===== src/hdl/srt_pkg.sv =====
`default_nettype none

package srt_pkg;

    localparam int DEF_MAX_SEGMENTS  = 1024;
    localparam int DEF_PAYLOAD_BYTES = 128;
    localparam int WORD_W            = 32;
    localparam int FIFO_DEPTH        = 2;
    localparam logic [15:0] TIMEOUT_RESET = 16'd3000;
    localparam logic [15:0] RANGE_DONE    = 16'hffff;

    typedef enum logic [1:0] {
        OP_REQ  = 2'd0,
        OP_SEG  = 2'd1,
        OP_TICK = 2'd2
    } op_t;

    typedef enum logic [1:0] {
        CMD_REQ,
        CMD_BIG,
        CMD_SEG,
        CMD_TICK
    } cmd_kind_t;

    typedef enum logic [2:0] {
        KIND_ACCEPTED  = 3'd0,
        KIND_TOO_LARGE = 3'd1,
        KIND_STORED    = 3'd2,
        KIND_RESEND    = 3'd3,
        KIND_COMPLETE  = 3'd4,
        KIND_RANGE     = 3'd5
    } res_kind_t;

    typedef enum logic [2:0] {
        ST_CLEAR,
        ST_IDLE,
        ST_DIV,
        ST_SEG,
        ST_SCAN
    } st_t;

    typedef struct packed {
        cmd_kind_t   kind;
        logic [7:0]  ident;
        logic [31:0] num;
        logic [15:0] idx;
        logic        idx_big;
        logic [16:0] addr;
    } cmd_t;

    typedef struct packed {
        res_kind_t   kind;
        logic [7:0]  ident;
        logic [15:0] rs;
        logic [15:0] re;
        logic [16:0] addr;
    } res_t;

    function automatic logic [4:0] ffs32(input logic [WORD_W-1:0] v);
        logic [4:0] r;
        r = '0;
        for (int j = WORD_W - 1; j >= 0; j--)
        begin
            if (v[j])
            begin
                r = 5'(j);
            end
        end
        return r;
    endfunction

endpackage

`default_nettype wire


===== src/hdl/srt_front.sv =====
`default_nettype none

module srt_front
    import srt_pkg::*;
#(
    parameter int MAX_SEGMENTS  = DEF_MAX_SEGMENTS,
    parameter int PAYLOAD_BYTES = DEF_PAYLOAD_BYTES
)
(
    input  wire logic        in_valid,
    output      logic        in_stall,
    input  wire logic [1:0]  op,
    input  wire logic [7:0]  file_ident,
    input  wire logic [31:0] file_bytes,
    input  wire logic [15:0] segment_index,
    input  wire logic        q_full,
    output      logic        push,
    output      cmd_t        cmd
);

    localparam int LIMIT = MAX_SEGMENTS * PAYLOAD_BYTES;

    logic [23:0] prod;

    assign in_stall = q_full;
    assign prod     = 24'(segment_index) * 24'(PAYLOAD_BYTES);

    always_comb
    begin
        cmd         = '0;
        push        = 1'b0;
        cmd.ident   = file_ident;
        cmd.num     = file_bytes + 32'(PAYLOAD_BYTES - 1);
        cmd.idx     = segment_index;
        cmd.idx_big = segment_index >= 16'(MAX_SEGMENTS);
        cmd.addr    = prod[16:0];
        unique case (op)
            OP_REQ:
            begin
                cmd.kind = (file_bytes > 32'(LIMIT)) ? CMD_BIG : CMD_REQ;
                push     = in_valid && !q_full;
            end
            OP_SEG:
            begin
                cmd.kind = CMD_SEG;
                push     = in_valid && !q_full;
            end
            OP_TICK:
            begin
                cmd.kind = CMD_TICK;
                push     = in_valid && !q_full;
            end
            default:
            begin
                cmd.kind = CMD_TICK;
                push     = 1'b0;
            end
        endcase
    end

endmodule

`default_nettype wire


===== src/hdl/srt_fifo.sv =====
`default_nettype none

module srt_fifo
    import srt_pkg::*;
(
    input  wire logic clk,
    input  wire logic rst_n,
    input  wire logic push,
    input  wire cmd_t wdata,
    input  wire logic pop,
    output      cmd_t head,
    output      logic full,
    output      logic nonempty
);

    cmd_t       ent_reg [FIFO_DEPTH];
    logic       wr_ptr_reg, wr_ptr_next;
    logic       rd_ptr_reg, rd_ptr_next;
    logic [1:0] count_reg, count_next;

    assign head     = ent_reg[rd_ptr_reg];
    assign full     = count_reg == 2'(FIFO_DEPTH);
    assign nonempty = count_reg != 2'd0;

    always_comb
    begin
        wr_ptr_next = push ? ~wr_ptr_reg : wr_ptr_reg;
        rd_ptr_next = pop ? ~rd_ptr_reg : rd_ptr_reg;
        count_next  = count_reg + 2'(push) - 2'(pop);
    end

    always_ff @(posedge clk or negedge rst_n)
    begin
        if (!rst_n)
        begin
            wr_ptr_reg <= 1'b0;
            rd_ptr_reg <= 1'b0;
            count_reg  <= 2'd0;
        end
        else
        begin
            wr_ptr_reg <= wr_ptr_next;
            rd_ptr_reg <= rd_ptr_next;
            count_reg  <= count_next;
        end
    end

    always_ff @(posedge clk)
    begin
        if (push)
        begin
            ent_reg[wr_ptr_reg] <= wdata;
        end
    end

endmodule

`default_nettype wire


===== src/hdl/srt_back.sv =====
`default_nettype none

module srt_back
    import srt_pkg::*;
#(
    parameter int MAX_SEGMENTS  = DEF_MAX_SEGMENTS,
    parameter int PAYLOAD_BYTES = DEF_PAYLOAD_BYTES
)
(
    input  wire logic        clk,
    input  wire logic        rst_n,
    input  wire logic        cfg_wr_en,
    input  wire logic [15:0] cfg_wr_data,
    input  wire cmd_t        head,
    input  wire logic        nonempty,
    output      logic        pop,
    output      logic        out_valid,
    input  wire logic        out_stall,
    output      res_t        res
);

    localparam int LIMIT  = MAX_SEGMENTS * PAYLOAD_BYTES;
    localparam int NUM_W  = $clog2(LIMIT + PAYLOAD_BYTES);
    localparam int CNT_W  = $clog2(MAX_SEGMENTS + 1);
    localparam int DEPTH  = (MAX_SEGMENTS + WORD_W - 1) / WORD_W;
    localparam int ADDR_W = (DEPTH > 1) ? $clog2(DEPTH) : 1;
    localparam int CW     = ((CNT_W > ADDR_W + 5) ? CNT_W : ADDR_W + 5) + 1;
    localparam int L_W    = $clog2(PAYLOAD_BYTES);
    localparam int SHIFT  = NUM_W + L_W;
    localparam int M_W    = NUM_W + 2;
    localparam int P_W    = NUM_W + M_W;
    // ceil(2^SHIFT / PAYLOAD_BYTES), exact quotient for every numerator below 2^NUM_W
    localparam logic [M_W-1:0] RECIP = M_W'(((longint'(1) << SHIFT)
        + longint'(PAYLOAD_BYTES) - longint'(1)) / longint'(PAYLOAD_BYTES));

    st_t               st_reg, st_next;
    cmd_t              cmd_reg, cmd_next;
    logic [15:0]       timeout_reg, timeout_next;
    logic [7:0]        active_reg, active_next;
    logic [CNT_W-1:0]  total_reg, total_next;
    logic [CNT_W-1:0]  rcv_reg, rcv_next;
    logic [15:0]       timer_reg, timer_next;
    logic              armed_reg, armed_next;
    logic [NUM_W-1:0]  num_reg, num_next;
    logic [ADDR_W-1:0] ptr_reg, ptr_next;
    logic              found_reg, found_next;
    logic [15:0]       start_reg, start_next;
    logic [15:0]       end_reg, end_next;
    logic              out_valid_reg, out_valid_next;
    res_t              res_reg, res_next;

    logic [WORD_W-1:0] mem [DEPTH];
    logic [WORD_W-1:0] rdata_reg;
    logic              mem_we;
    logic [ADDR_W-1:0] mem_waddr, mem_raddr;
    logic [WORD_W-1:0] mem_wdata;

    logic              out_free;
    logic              seg_hit, seg_oor, tick_fire, clr_done;
    logic [15:0]       tick_cnt;
    logic [P_W-1:0]    qprod;
    logic [CNT_W-1:0]  quot;
    logic [CW-1:0]     base, tot, diff;
    logic [WORD_W-1:0] mask, z, t;
    logic [4:0]        s;
    logic              last, found_now, hit_end, finish, bit_set;
    logic [15:0]       start_cand, end_cand;
    logic [CNT_W-1:0]  rcv_inc;

    assign out_valid = out_valid_reg;
    assign res       = res_reg;
    assign out_free  = !out_valid_reg || !out_stall;
    assign pop       = (st_reg == ST_IDLE) && nonempty && out_free;

    always_comb
    begin
        seg_hit   = head.ident == active_reg;
        seg_oor   = head.idx_big || (head.idx >= 16'(total_reg));
        tick_cnt  = timer_reg + 16'd1;
        tick_fire = armed_reg && !(tick_cnt < timeout_reg);
        clr_done  = ptr_reg == ADDR_W'(DEPTH - 1);
        qprod     = P_W'(num_reg) * P_W'(RECIP);
        quot      = CNT_W'(qprod >> SHIFT);
        base      = CW'({ptr_reg, 5'b0});
        tot       = CW'(total_reg);
        diff      = tot - base;
        if (tot <= base)
        begin
            mask = '0;
        end
        else if (diff >= CW'(WORD_W))
        begin
            mask = '1;
        end
        else
        begin
            mask = (WORD_W'(1) << diff[4:0]) - WORD_W'(1);
        end
        last       = (base + CW'(WORD_W)) >= tot;
        z          = ~rdata_reg & mask;
        s          = ffs32(z);
        found_now  = found_reg || (z != '0);
        t          = found_reg ? (rdata_reg & mask)
                               : (rdata_reg & mask & ~((WORD_W'(1) << s) - WORD_W'(1)));
        start_cand = found_reg ? start_reg : (16'(base) + 16'(s));
        hit_end    = found_now && (t != '0);
        end_cand   = 16'(base) + 16'(ffs32(t)) - 16'd1;
        finish     = hit_end || last;
        bit_set    = rdata_reg[cmd_reg.idx[4:0]];
        rcv_inc    = bit_set ? rcv_reg : rcv_reg + CNT_W'(1);
    end

    always_comb
    begin
        st_next = st_reg;
        unique case (st_reg)
            ST_CLEAR:
            begin
                if (clr_done)
                begin
                    st_next = ST_IDLE;
                end
            end
            ST_IDLE:
            begin
                if (pop)
                begin
                    case (head.kind)
                        CMD_REQ:  st_next = ST_DIV;
                        CMD_SEG:  st_next = (seg_hit && !seg_oor) ? ST_SEG : ST_IDLE;
                        CMD_TICK: st_next = tick_fire ? ST_SCAN : ST_IDLE;
                        default:  st_next = ST_IDLE;
                    endcase
                end
            end
            ST_DIV:
            begin
                st_next = ST_CLEAR;
            end
            ST_SEG:
            begin
                st_next = ST_IDLE;
            end
            ST_SCAN:
            begin
                if (finish)
                begin
                    st_next = ST_IDLE;
                end
            end
            default:
            begin
                st_next = ST_IDLE;
            end
        endcase
    end

    always_comb
    begin
        cmd_next       = cmd_reg;
        timeout_next   = cfg_wr_en ? cfg_wr_data : timeout_reg;
        active_next    = active_reg;
        total_next     = total_reg;
        rcv_next       = rcv_reg;
        timer_next     = timer_reg;
        armed_next     = armed_reg;
        num_next       = num_reg;
        ptr_next       = ptr_reg;
        found_next     = found_reg;
        start_next     = start_reg;
        end_next       = end_reg;
        out_valid_next = out_valid_reg && out_stall;
        res_next       = res_reg;
        mem_we         = 1'b0;
        mem_waddr      = ptr_reg;
        mem_wdata      = '0;
        mem_raddr      = ptr_reg + ADDR_W'(1);
        unique case (st_reg)
            ST_CLEAR:
            begin
                mem_we   = 1'b1;
                ptr_next = clr_done ? '0 : ptr_reg + ADDR_W'(1);
            end
            ST_IDLE:
            begin
                if (pop)
                begin
                    cmd_next = head;
                    case (head.kind)
                        CMD_BIG:
                        begin
                            out_valid_next = 1'b1;
                            res_next       = '0;
                            res_next.kind  = KIND_TOO_LARGE;
                            res_next.ident = head.ident;
                        end
                        CMD_REQ:
                        begin
                            num_next = NUM_W'(head.num);
                        end
                        CMD_SEG:
                        begin
                            if (seg_hit && seg_oor)
                            begin
                                out_valid_next = 1'b1;
                                res_next       = '0;
                                res_next.kind  = KIND_RANGE;
                                res_next.ident = active_reg;
                            end
                            mem_raddr = ADDR_W'(head.idx >> 5);
                        end
                        default:
                        begin
                            if (armed_reg)
                            begin
                                if (tick_fire)
                                begin
                                    timer_next = '0;
                                    mem_raddr  = '0;
                                    ptr_next   = '0;
                                    found_next = 1'b0;
                                    start_next = '0;
                                    end_next   = 16'(total_reg) - 16'd1;
                                end
                                else
                                begin
                                    timer_next = tick_cnt;
                                end
                            end
                        end
                    endcase
                end
            end
            ST_DIV:
            begin
                active_next    = cmd_reg.ident;
                total_next     = quot;
                rcv_next       = '0;
                timer_next     = '0;
                armed_next     = 1'b0;
                ptr_next       = '0;
                out_valid_next = 1'b1;
                res_next       = '0;
                res_next.kind  = KIND_ACCEPTED;
                res_next.ident = cmd_reg.ident;
            end
            ST_SEG:
            begin
                mem_we         = 1'b1;
                mem_waddr      = ADDR_W'(cmd_reg.idx >> 5);
                mem_wdata      = rdata_reg | (WORD_W'(1) << cmd_reg.idx[4:0]);
                rcv_next       = rcv_inc;
                timer_next     = '0;
                out_valid_next = 1'b1;
                res_next       = '0;
                res_next.ident = active_reg;
                res_next.addr  = cmd_reg.addr;
                if (rcv_inc >= total_reg)
                begin
                    armed_next    = 1'b0;
                    res_next.kind = KIND_COMPLETE;
                    res_next.rs   = RANGE_DONE;
                    res_next.re   = RANGE_DONE;
                end
                else
                begin
                    armed_next    = 1'b1;
                    res_next.kind = KIND_STORED;
                end
            end
            ST_SCAN:
            begin
                ptr_next   = ptr_reg + ADDR_W'(1);
                found_next = found_now;
                start_next = found_now ? start_cand : start_reg;
                if (finish)
                begin
                    out_valid_next = 1'b1;
                    res_next       = '0;
                    res_next.kind  = KIND_RESEND;
                    res_next.ident = active_reg;
                    res_next.rs    = found_now ? start_cand : start_reg;
                    res_next.re    = hit_end ? end_cand : end_reg;
                end
            end
            default:
            begin
                ptr_next = ptr_reg;
            end
        endcase
    end

    always_ff @(posedge clk or negedge rst_n)
    begin
        if (!rst_n)
        begin
            st_reg        <= ST_CLEAR;
            timeout_reg   <= TIMEOUT_RESET;
            active_reg    <= '0;
            total_reg     <= '0;
            rcv_reg       <= '0;
            timer_reg     <= '0;
            armed_reg     <= 1'b0;
            ptr_reg       <= '0;
            found_reg     <= 1'b0;
            out_valid_reg <= 1'b0;
        end
        else
        begin
            st_reg        <= st_next;
            timeout_reg   <= timeout_next;
            active_reg    <= active_next;
            total_reg     <= total_next;
            rcv_reg       <= rcv_next;
            timer_reg     <= timer_next;
            armed_reg     <= armed_next;
            ptr_reg       <= ptr_next;
            found_reg     <= found_next;
            out_valid_reg <= out_valid_next;
        end
    end

    always_ff @(posedge clk)
    begin
        cmd_reg   <= cmd_next;
        num_reg   <= num_next;
        start_reg <= start_next;
        end_reg   <= end_next;
        res_reg   <= res_next;
    end

    // bitmap words, registered read
    always_ff @(posedge clk)
    begin
        if (mem_we)
        begin
            mem[mem_waddr] <= mem_wdata;
        end
        rdata_reg <= mem[mem_raddr];
    end

endmodule

`default_nettype wire


===== src/hdl/segment_reassembly_tracker_top.sv =====
// request: queue pop, then the reciprocal-multiply divide with its result, then a bitmap
//   clear before the next beat is taken; too large and out of range: reply on the queue pop
// segment: queue pop with bitmap word read, then word write with result; next pop waits for it
// timeout: queue pop with first bitmap word read, then a scan of the 32-segment bitmap words
//   up to the end of the missing run; reset: control cleared at once, then a bitmap clear
// input beats queue in a 2-entry buffer while the bitmap is busy
`default_nettype none

module segment_reassembly_tracker_top
    import srt_pkg::*;
#(
    parameter int MAX_SEGMENTS  = DEF_MAX_SEGMENTS,
    parameter int PAYLOAD_BYTES = DEF_PAYLOAD_BYTES
)
(
    input  wire logic        clk,
    input  wire logic        rst_n,
    input  wire logic        cfg_wr_en,
    input  wire logic [15:0] cfg_wr_data,
    input  wire logic        in_valid,
    output      logic        in_stall,
    input  wire logic [1:0]  op,
    input  wire logic [7:0]  file_ident,
    input  wire logic [31:0] file_bytes,
    input  wire logic [15:0] segment_index,
    output      logic        out_valid,
    input  wire logic        out_stall,
    output      logic [2:0]  kind,
    output      logic [7:0]  reply_ident,
    output      logic [15:0] range_start,
    output      logic [15:0] range_end,
    output      logic [16:0] write_address
);

    cmd_t cmd, head;
    res_t res;
    logic push, pop, q_full, q_nonempty;

    srt_front #(
        .MAX_SEGMENTS (MAX_SEGMENTS),
        .PAYLOAD_BYTES(PAYLOAD_BYTES)
    ) u_front (
        .in_valid     (in_valid),
        .in_stall     (in_stall),
        .op           (op),
        .file_ident   (file_ident),
        .file_bytes   (file_bytes),
        .segment_index(segment_index),
        .q_full       (q_full),
        .push         (push),
        .cmd          (cmd)
    );

    srt_fifo u_fifo (
        .clk     (clk),
        .rst_n   (rst_n),
        .push    (push),
        .wdata   (cmd),
        .pop     (pop),
        .head    (head),
        .full    (q_full),
        .nonempty(q_nonempty)
    );

    srt_back #(
        .MAX_SEGMENTS (MAX_SEGMENTS),
        .PAYLOAD_BYTES(PAYLOAD_BYTES)
    ) u_back (
        .clk        (clk),
        .rst_n      (rst_n),
        .cfg_wr_en  (cfg_wr_en),
        .cfg_wr_data(cfg_wr_data),
        .head       (head),
        .nonempty   (q_nonempty),
        .pop        (pop),
        .out_valid  (out_valid),
        .out_stall  (out_stall),
        .res        (res)
    );

    assign kind          = res.kind;
    assign reply_ident   = res.ident;
    assign range_start   = res.rs;
    assign range_end     = res.re;
    assign write_address = res.addr;

endmodule

`default_nettype wire


===== config.mk =====
export PLATFORM = sky130hd
export DESIGN_NAME = segment_reassembly_tracker_top
export DESIGN_NICKNAME = d
export VERILOG_FILES = /design/src/hdl/srt_pkg.sv /design/src/hdl/srt_front.sv /design/src/hdl/srt_fifo.sv /design/src/hdl/srt_back.sv /design/src/hdl/segment_reassembly_tracker_top.sv
export SDC_FILE = /design/constraint.sdc
export NUM_CORES = 2
export LEC_CHECK = 0
export ABC_CLOCK_PERIOD_IN_PS = 9200
export BUFFER_PORTS_ARGS = -buffer_cell sky130_fd_sc_hd__buf_2
export CAP_MARGIN = 20
export CORE_MARGIN = 5
export CORE_UTILIZATION = 57
export DETAILED_ROUTE_END_ITERATION = 10
export PLACE_DENSITY = 0.76
export SETUP_SLACK_MARGIN = 0.5
export SLEW_MARGIN = 20
export SYNTH_ARGS = -nofsm -noshare
export SYNTH_HDL_FRONTEND = slang
export SYNTH_HIERARCHICAL = 1
export SYNTH_SLANG_ARGS = --single-unit
export TNS_END_PERCENT = 50

===== constraint.sdc =====
create_clock -name clk -period 9.2 [get_ports clk]
set_clock_uncertainty 0.15 [all_clocks]
set_input_delay 0.92 -clock clk [delete_from_list [all_inputs] [get_ports clk]]
set_output_delay 0.92 -clock clk [all_outputs]
set_load 0.01 [all_outputs]

Yosys cells after proc, flatten, opt, wreduce, memory -nomap -nowiden. Memories as Yosys holds them, arrays and structs flattened. A register that Yosys moved wholly into a read port is not among the register bits. Index checks and enable logic that the tools add are counted.

Add/sub/neg operators: 14. $mul: 0. Divide/modulo/power cells: 0. $lt $le $gt $ge: 9. Equality and inequality tests: 20. Shifts and indexed selects: 3. Multiplexer cells: 131. Bitwise gates (word level): 9. Reduce and logical (&&, ||, !) cells: 41.

Operators with widths (number): 5-bit two-way mux (74); 60-bit case mux with 4 select lines (1); 60-bit two-way mux (3); 16-bit two-way mux (11); 32-bit two-way mux (5); 60-bit case mux with 2 select lines (1); 32-bit AND (3); 1-bit by 5-bit left shift with 32-bit output, first input constant (3); 32-bit NOT (2); 16-bit case mux with 2 select lines (2); 32-bit nonzero test (2); 32-bit by 7-bit adder with 32-bit output, second input constant (1); 32-bit by 18-bit > comparator with 1-bit output, second input constant (1); 32-bit OR (1); 32-bit by 1-bit subtractor with 32-bit output, second input constant (1); 32-bit by 2-bit subtractor with 32-bit output, second input constant (1); 10-bit by 5-bit adder with 11-bit output (2); 11-bit case mux with 2 select lines (1); 5-bit case mux with 4 select lines (1); 5-bit AND reduction (4); 16-bit by 1-bit adder with 16-bit output, second input constant (1); 16-bit by 11-bit >= comparator with 1-bit output (1); 16-bit by 11-bit >= comparator with 1-bit output, second input constant (1); 16-bit less-than comparator (1); other kinds (47) (103).

Flip-flop bits (word level): 222. Latch bits: 0. RAM bits: 1162. ROM bits: 0. Input port bits: 79. Output and inout port bits: 62. Word-level logic and storage cells: 253. Memories kept: 2.

Memory list: u_back.mem (words 32, width 32, rd ports 1, clocked after memory_dff 1, wr ports 1, RTL line srt_back.sv:52) `logic [WORD_W-1:0] mem [DEPTH];`; u_fifo.ent_reg (words 2, width 69, rd ports 1, clocked after memory_dff 0, wr ports 1, RTL line srt_fifo.sv:16) `cmd_t ent_reg [FIFO_DEPTH];`.

Depth between registers and ports, before layout.
Depth in word-level cells: 80. Gate-level depth with buffers: 35. Depth with buffers taken out: 31.

Hierarchy. The synthesis kept the hierarchy.

Modules (own cells, without submodules): srt_back (times used 1, cells each 4785, area each 55514.5 sq um, seq. area each 37129.4 sq um); srt_fifo (times used 1, cells each 252, area each 5808.1 sq um, seq. area each 4664.5 sq um); srt_front (times used 1, cells each 150, area each 1017.2 sq um, seq. area each 0.0 sq um).

Worst setup path before layout. OpenSTA, ideal clock, no wires.

Path type: register to register. Start point: register u_back.total_reg[0]. End point: register u_back.res_reg, in the netlist u_back/res[0], enable pin. Library setup time: 488 ps. Arrival time: 8525 ps. Data required time: 8562 ps. Slack: 36 ps. Cell stages (with the launch flop): 30. Path buffers: 4. Period minus slack after synthesis: 9164 ps. Path through: dfrtp_1 -> inv_1 -> ha_1 -> buf_2 -> nand2b_1 -> nor2_1 -> inv_1 -> ha_1 -> o311ai_2 -> or4_1 -> buf_2 -> mux2i_1 -> a31oi_1 -> o21a_1 -> or4_4 -> o22a_2 -> a22oi_4 -> nand3_2 -> ha_1 -> clkbuf_1 -> clkbuf_1 -> and3_1 -> mux2_2 -> a21o_1 -> nand4_1 -> nor2_1 -> a31oi_1 -> a211oi_2 -> o22a_1 -> a21oi_1.

Longest elaborated chain between the ends: 48. Elaborated cells on any way between the ends: 58. Classes of those cells: add/sub (3); order compare (4); eq/ne (2); shift (2); mux (35); bitwise (4); reduce/logical (8).

RTL lines: start: declaration (RTL line srt_back.sv:40) `logic [CNT_W-1:0] total_reg, total_next;`; start signal: assignment (RTL line srt_back.sv:313) `total_reg <= total_next;`; 11-bit by 10-bit subtractor with 12-bit output (RTL line srt_back.sv:86) `diff = tot - base;`; 1-bit by 5-bit left shift with 32-bit output (RTL line srt_back.sv:97) `mask = (WORD_W'(1) << diff[4:0]) - WORD_W'(1);`; 32-bit by 2-bit subtractor with 32-bit output (RTL line srt_back.sv:97); 32-bit two-way mux (RTL line srt_back.sv:91) `else if (diff >= CW'(WORD_W))`; 32-bit two-way mux (RTL line srt_back.sv:87) `if (tot <= base)`; 32-bit AND (RTL line srt_back.sv:100) `z = ~rdata_reg & mask;`; 5-bit two-way mux (32 in a row) (RTL line srt_pkg.sv:64) `if (v[j])`; 1-bit by 5-bit left shift with 32-bit output (RTL line srt_back.sv:104) `: (rdata_reg & mask & ~((WORD_W'(1) << s) - WORD_W'(1)));`; 32-bit by 1-bit subtractor with 32-bit output (RTL line srt_back.sv:104); 32-bit NOT (RTL line srt_back.sv:104); 32-bit AND (RTL line srt_back.sv:104); 32-bit two-way mux (RTL line srt_back.sv:103) `t = found_reg ? (rdata_reg & mask)`; 32-bit nonzero test (RTL line srt_back.sv:106) `hit_end = found_now && (t != '0);`; 1-bit logical AND (RTL line srt_back.sv:106); 1-bit logical OR (RTL line srt_back.sv:108) `finish = hit_end || last;`; 2-bit by 1-bit != test with 1-bit output (no source line); 5-bit AND reduction (no source line) (*); end signal: assignment (RTL line srt_back.sv:329) `res_reg <= res_next;`; end: declaration (RTL line srt_back.sv:50) `res_t res_reg, res_next;`.

Mark *: on every way between the ends. The rest lies on a longest branch, timed or not. A chain may end at the register's enable or synchronous reset.

Final worst setup path.
Start point: register u_back.total_reg[0]. End point: register u_back.res_reg, in the netlist u_back/res[25], enable pin.

The elaborated chain is that of the path after synthesis.

==> metrics.txt <==
Clock transition at path regs=~60 ps; pin count of the biggest net entering global routing=roughly 160; arrival time of data at the critical path endpoint=8650 ps; area growth from synthesis to layout=11.9%; status=finished, final reports clean; die outline height=336 um; combined area of all synthesized cells=between 0.06 and 0.07 sq mm; reg-to-reg setup timing slack=900 ps; sequential cell area=0.0405 sq mm; CP max FO=30; Max stage delay on crit path=720 ps; post-layout worst setup margin=~900 ps; worst min-delay path category=primary input to register; # clock sinks=1373; share of cells above drive strength 1=13.1%; setup violation total in the final timing report=0; CTS buffer count=140; clock period minus worst slack=8300 ps; placement-stage worst setup slack=approximately 640 ps; number of antenna violations at the first check in global routing=5; detailed-route wire length=171 mm; final weighted congestion in routability-driven placement=about 0.94; Worst setup SP type=register; Post-Syn Instances=5070; worst hold path stage count=1; r2r worst-path depth=25; cell internal pwr=roughly 15 mW; fill cell instance count of the final layout=7491; Die Footprint=0.113 sq mm; Multi-input gate area=0.0186 sq mm; TritonCTS clock tree=built; post-DR vias/cell=6.35; Sum Neg Setup Slack=0 ps; number of pins exceeding their max-slew limit in the final report=0; upper clock frequency limit=120 MHz; all-layer global routing usage=29.6%; final net count=5310; total number of vias=42400; maximum buffer depth of the clock tree=3; Core Footprint=0.105 sq mm; DR pass1 iterations=6; Least-Margin Pin Slew=approximately 1200 ps; relative slew slack=18.7%; hpwl dp=about 96 mm; RSZ-0062 raised after global routing=false; maximum capacitance violations=0; Hold Crit Endpoint=u_fifo/ent_reg[0][66]; initial cell density of the core=a little under three fifths; Net Sw Power=11.4 mW; root buffer cell=clkbuf_16; proportion of total power due to net switching=42.9%; Max VDD drop=382 uV; number of global-route vias before repair=40400; sequential fraction of design power=around 31%; mean area per synthesized cell=11.9 sq um; H-tree depth reported by CTS=4; worst hold slack=about 210 ps; routed wirelength normalized by instance count=25.6 um; wire length of the first global-routing pass=roughly 250 mm; FF-to-FF Start=u_back/total_reg[0]; Iter 0 DRT Violations=between 5000 and 6000; count of unresolved DRC violations after routing=0; share of power burned in the clock network=21.4%; Die Span X=336 um; power per cell area=394 mW/mm^2; hold_sp=file_ident[0]; portion of total power attributed to combinational logic=47.3%; total overflow reported by the global router=0; Slowest cell on crit path=or4_1; flip-flop count of the largest register, all copies and words added=1024; leakage power total=about 25 nW; critical path data required time=9550 ps; capturing point of the worst reg2reg path=u_back/res[25]; Syn. warnings=6; element type at the critical path end=register; class of the most critical setup path=register to register; total count of hold-check failures in the final report=0; FP Rows=119; total I/O pin count=roughly 140; Skew-Pair Late Insertion Delay=between 700 and 800 ps; number of antenna-violating nets in the routed design=0; port buffer count=140; Period Utilization, post-route=90.2%
-- worst max path at each step --
stage                     slack [ps]  depth (start not counted)                start              to
final                            900                         25  u_back/total_reg[0]  u_back/res[25]
after global routing             500                         30  u_back/total_reg[0]  u_back/res[25]
after CTS                        580                         27  u_back/total_reg[0]  u_back/res[38]
after detailed placement         640                         27  u_back/total_reg[0]  u_back/res[17]
after global placement           830                         27  u_back/total_reg[0]  u_back/res[17]
after floorplan                 1290                         29  u_back/total_reg[0]   u_back/res[0]
-- placed cells by master, fill, tap and decap left out, drive strengths merged, types with 18 or more instances in the layout --
cell / n
o31ai: 20
mux2i: 27
xnor2: 42
clkinv: 49
nor2: 205
nor3: 46
nand2: 1302
inv: 74
edfxtp: 1264
dfrtp: 70
a21oi: 213
or2: 20
nand4: 25
nand3: 325
and3: 170
a2111oi: 34
buf: 274
a31oi: 156
o21ai: 104
a21o: 25
o22ai: 70
dfxtp: 32
ha: 69
nor4: 24
nand2b: 38
and2: 47
mux2: 59
clkbuf: 195
xor2: 22
o211ai: 18
-- timing repair --
item                                    in CTS  in global routing
endpoints found under the hold margin       35                  0
setup buffers                                0                  1
gates resized for setup                      0                  8
endpoints found under the setup margin       0                 62
hold buffers                                 1                  0
-- final cells by class --
class                      count  share of cell area [%]
timing repair buffer         275                    2.70
inverter                      70                   0.389
sequential                  1373                    60.0
multi-input combinational   3301                    27.5
tap                         1391                    2.57
antenna                        3                  0.0111
clock inverter                66                    1.05
clock buffer                 195                    5.81
-- worst max-delay path, delay by kind of cell, from the launching register on --
| kind | cells | cell delay [ps] |
|---|---|---|
| buffers and inverters | 4 | 870 |
| adders and majority gates | 2 | 720 |
| DFF | 1 | 460 |
| and+or+nand+nor | 8 | 3040 |
| muxes | 2 | 450 |
| AOI/OAI and AO/OA | 9 | 2290 |
-- through the flow --
step | area, sq um | power [mW] | util [%] | std cells
after global placement | 62800 | 20.4 | 59.7 | 6405
final | 67600 | 26.6 | 64.2 | 6674
after detailed placement | 62800 | 20.6 | 59.7 | 6405
after CTS | 67500 | 26.4 | 64.1 | 6667
after global routing | 67600 | 27.9 | 64.2 | 6673
after floorplan | 60400 | 16.6 | - | 5076
-- power groups by stage --
stage / clock network (mW) / logic, mW / registers (mW)
final: 5.69 / 12.6 / 8.32
after CTS: 5.75 / 12.3 / 8.30
after global routing: 6.02 / 13.5 / 8.37
after floorplan: 0 / 8.38 / 8.25
after detailed placement: 0 / 12.2 / 8.42
after global placement: 0 / 12.1 / 8.38
-- metal layers --
layer  wire [um]  GRT usage (%)
met1       65100           40.6
met2       80100           47.1
met4        7170           11.6
met5          13              0
met3       18800           6.40
Power figures use the tool's default switching activity.
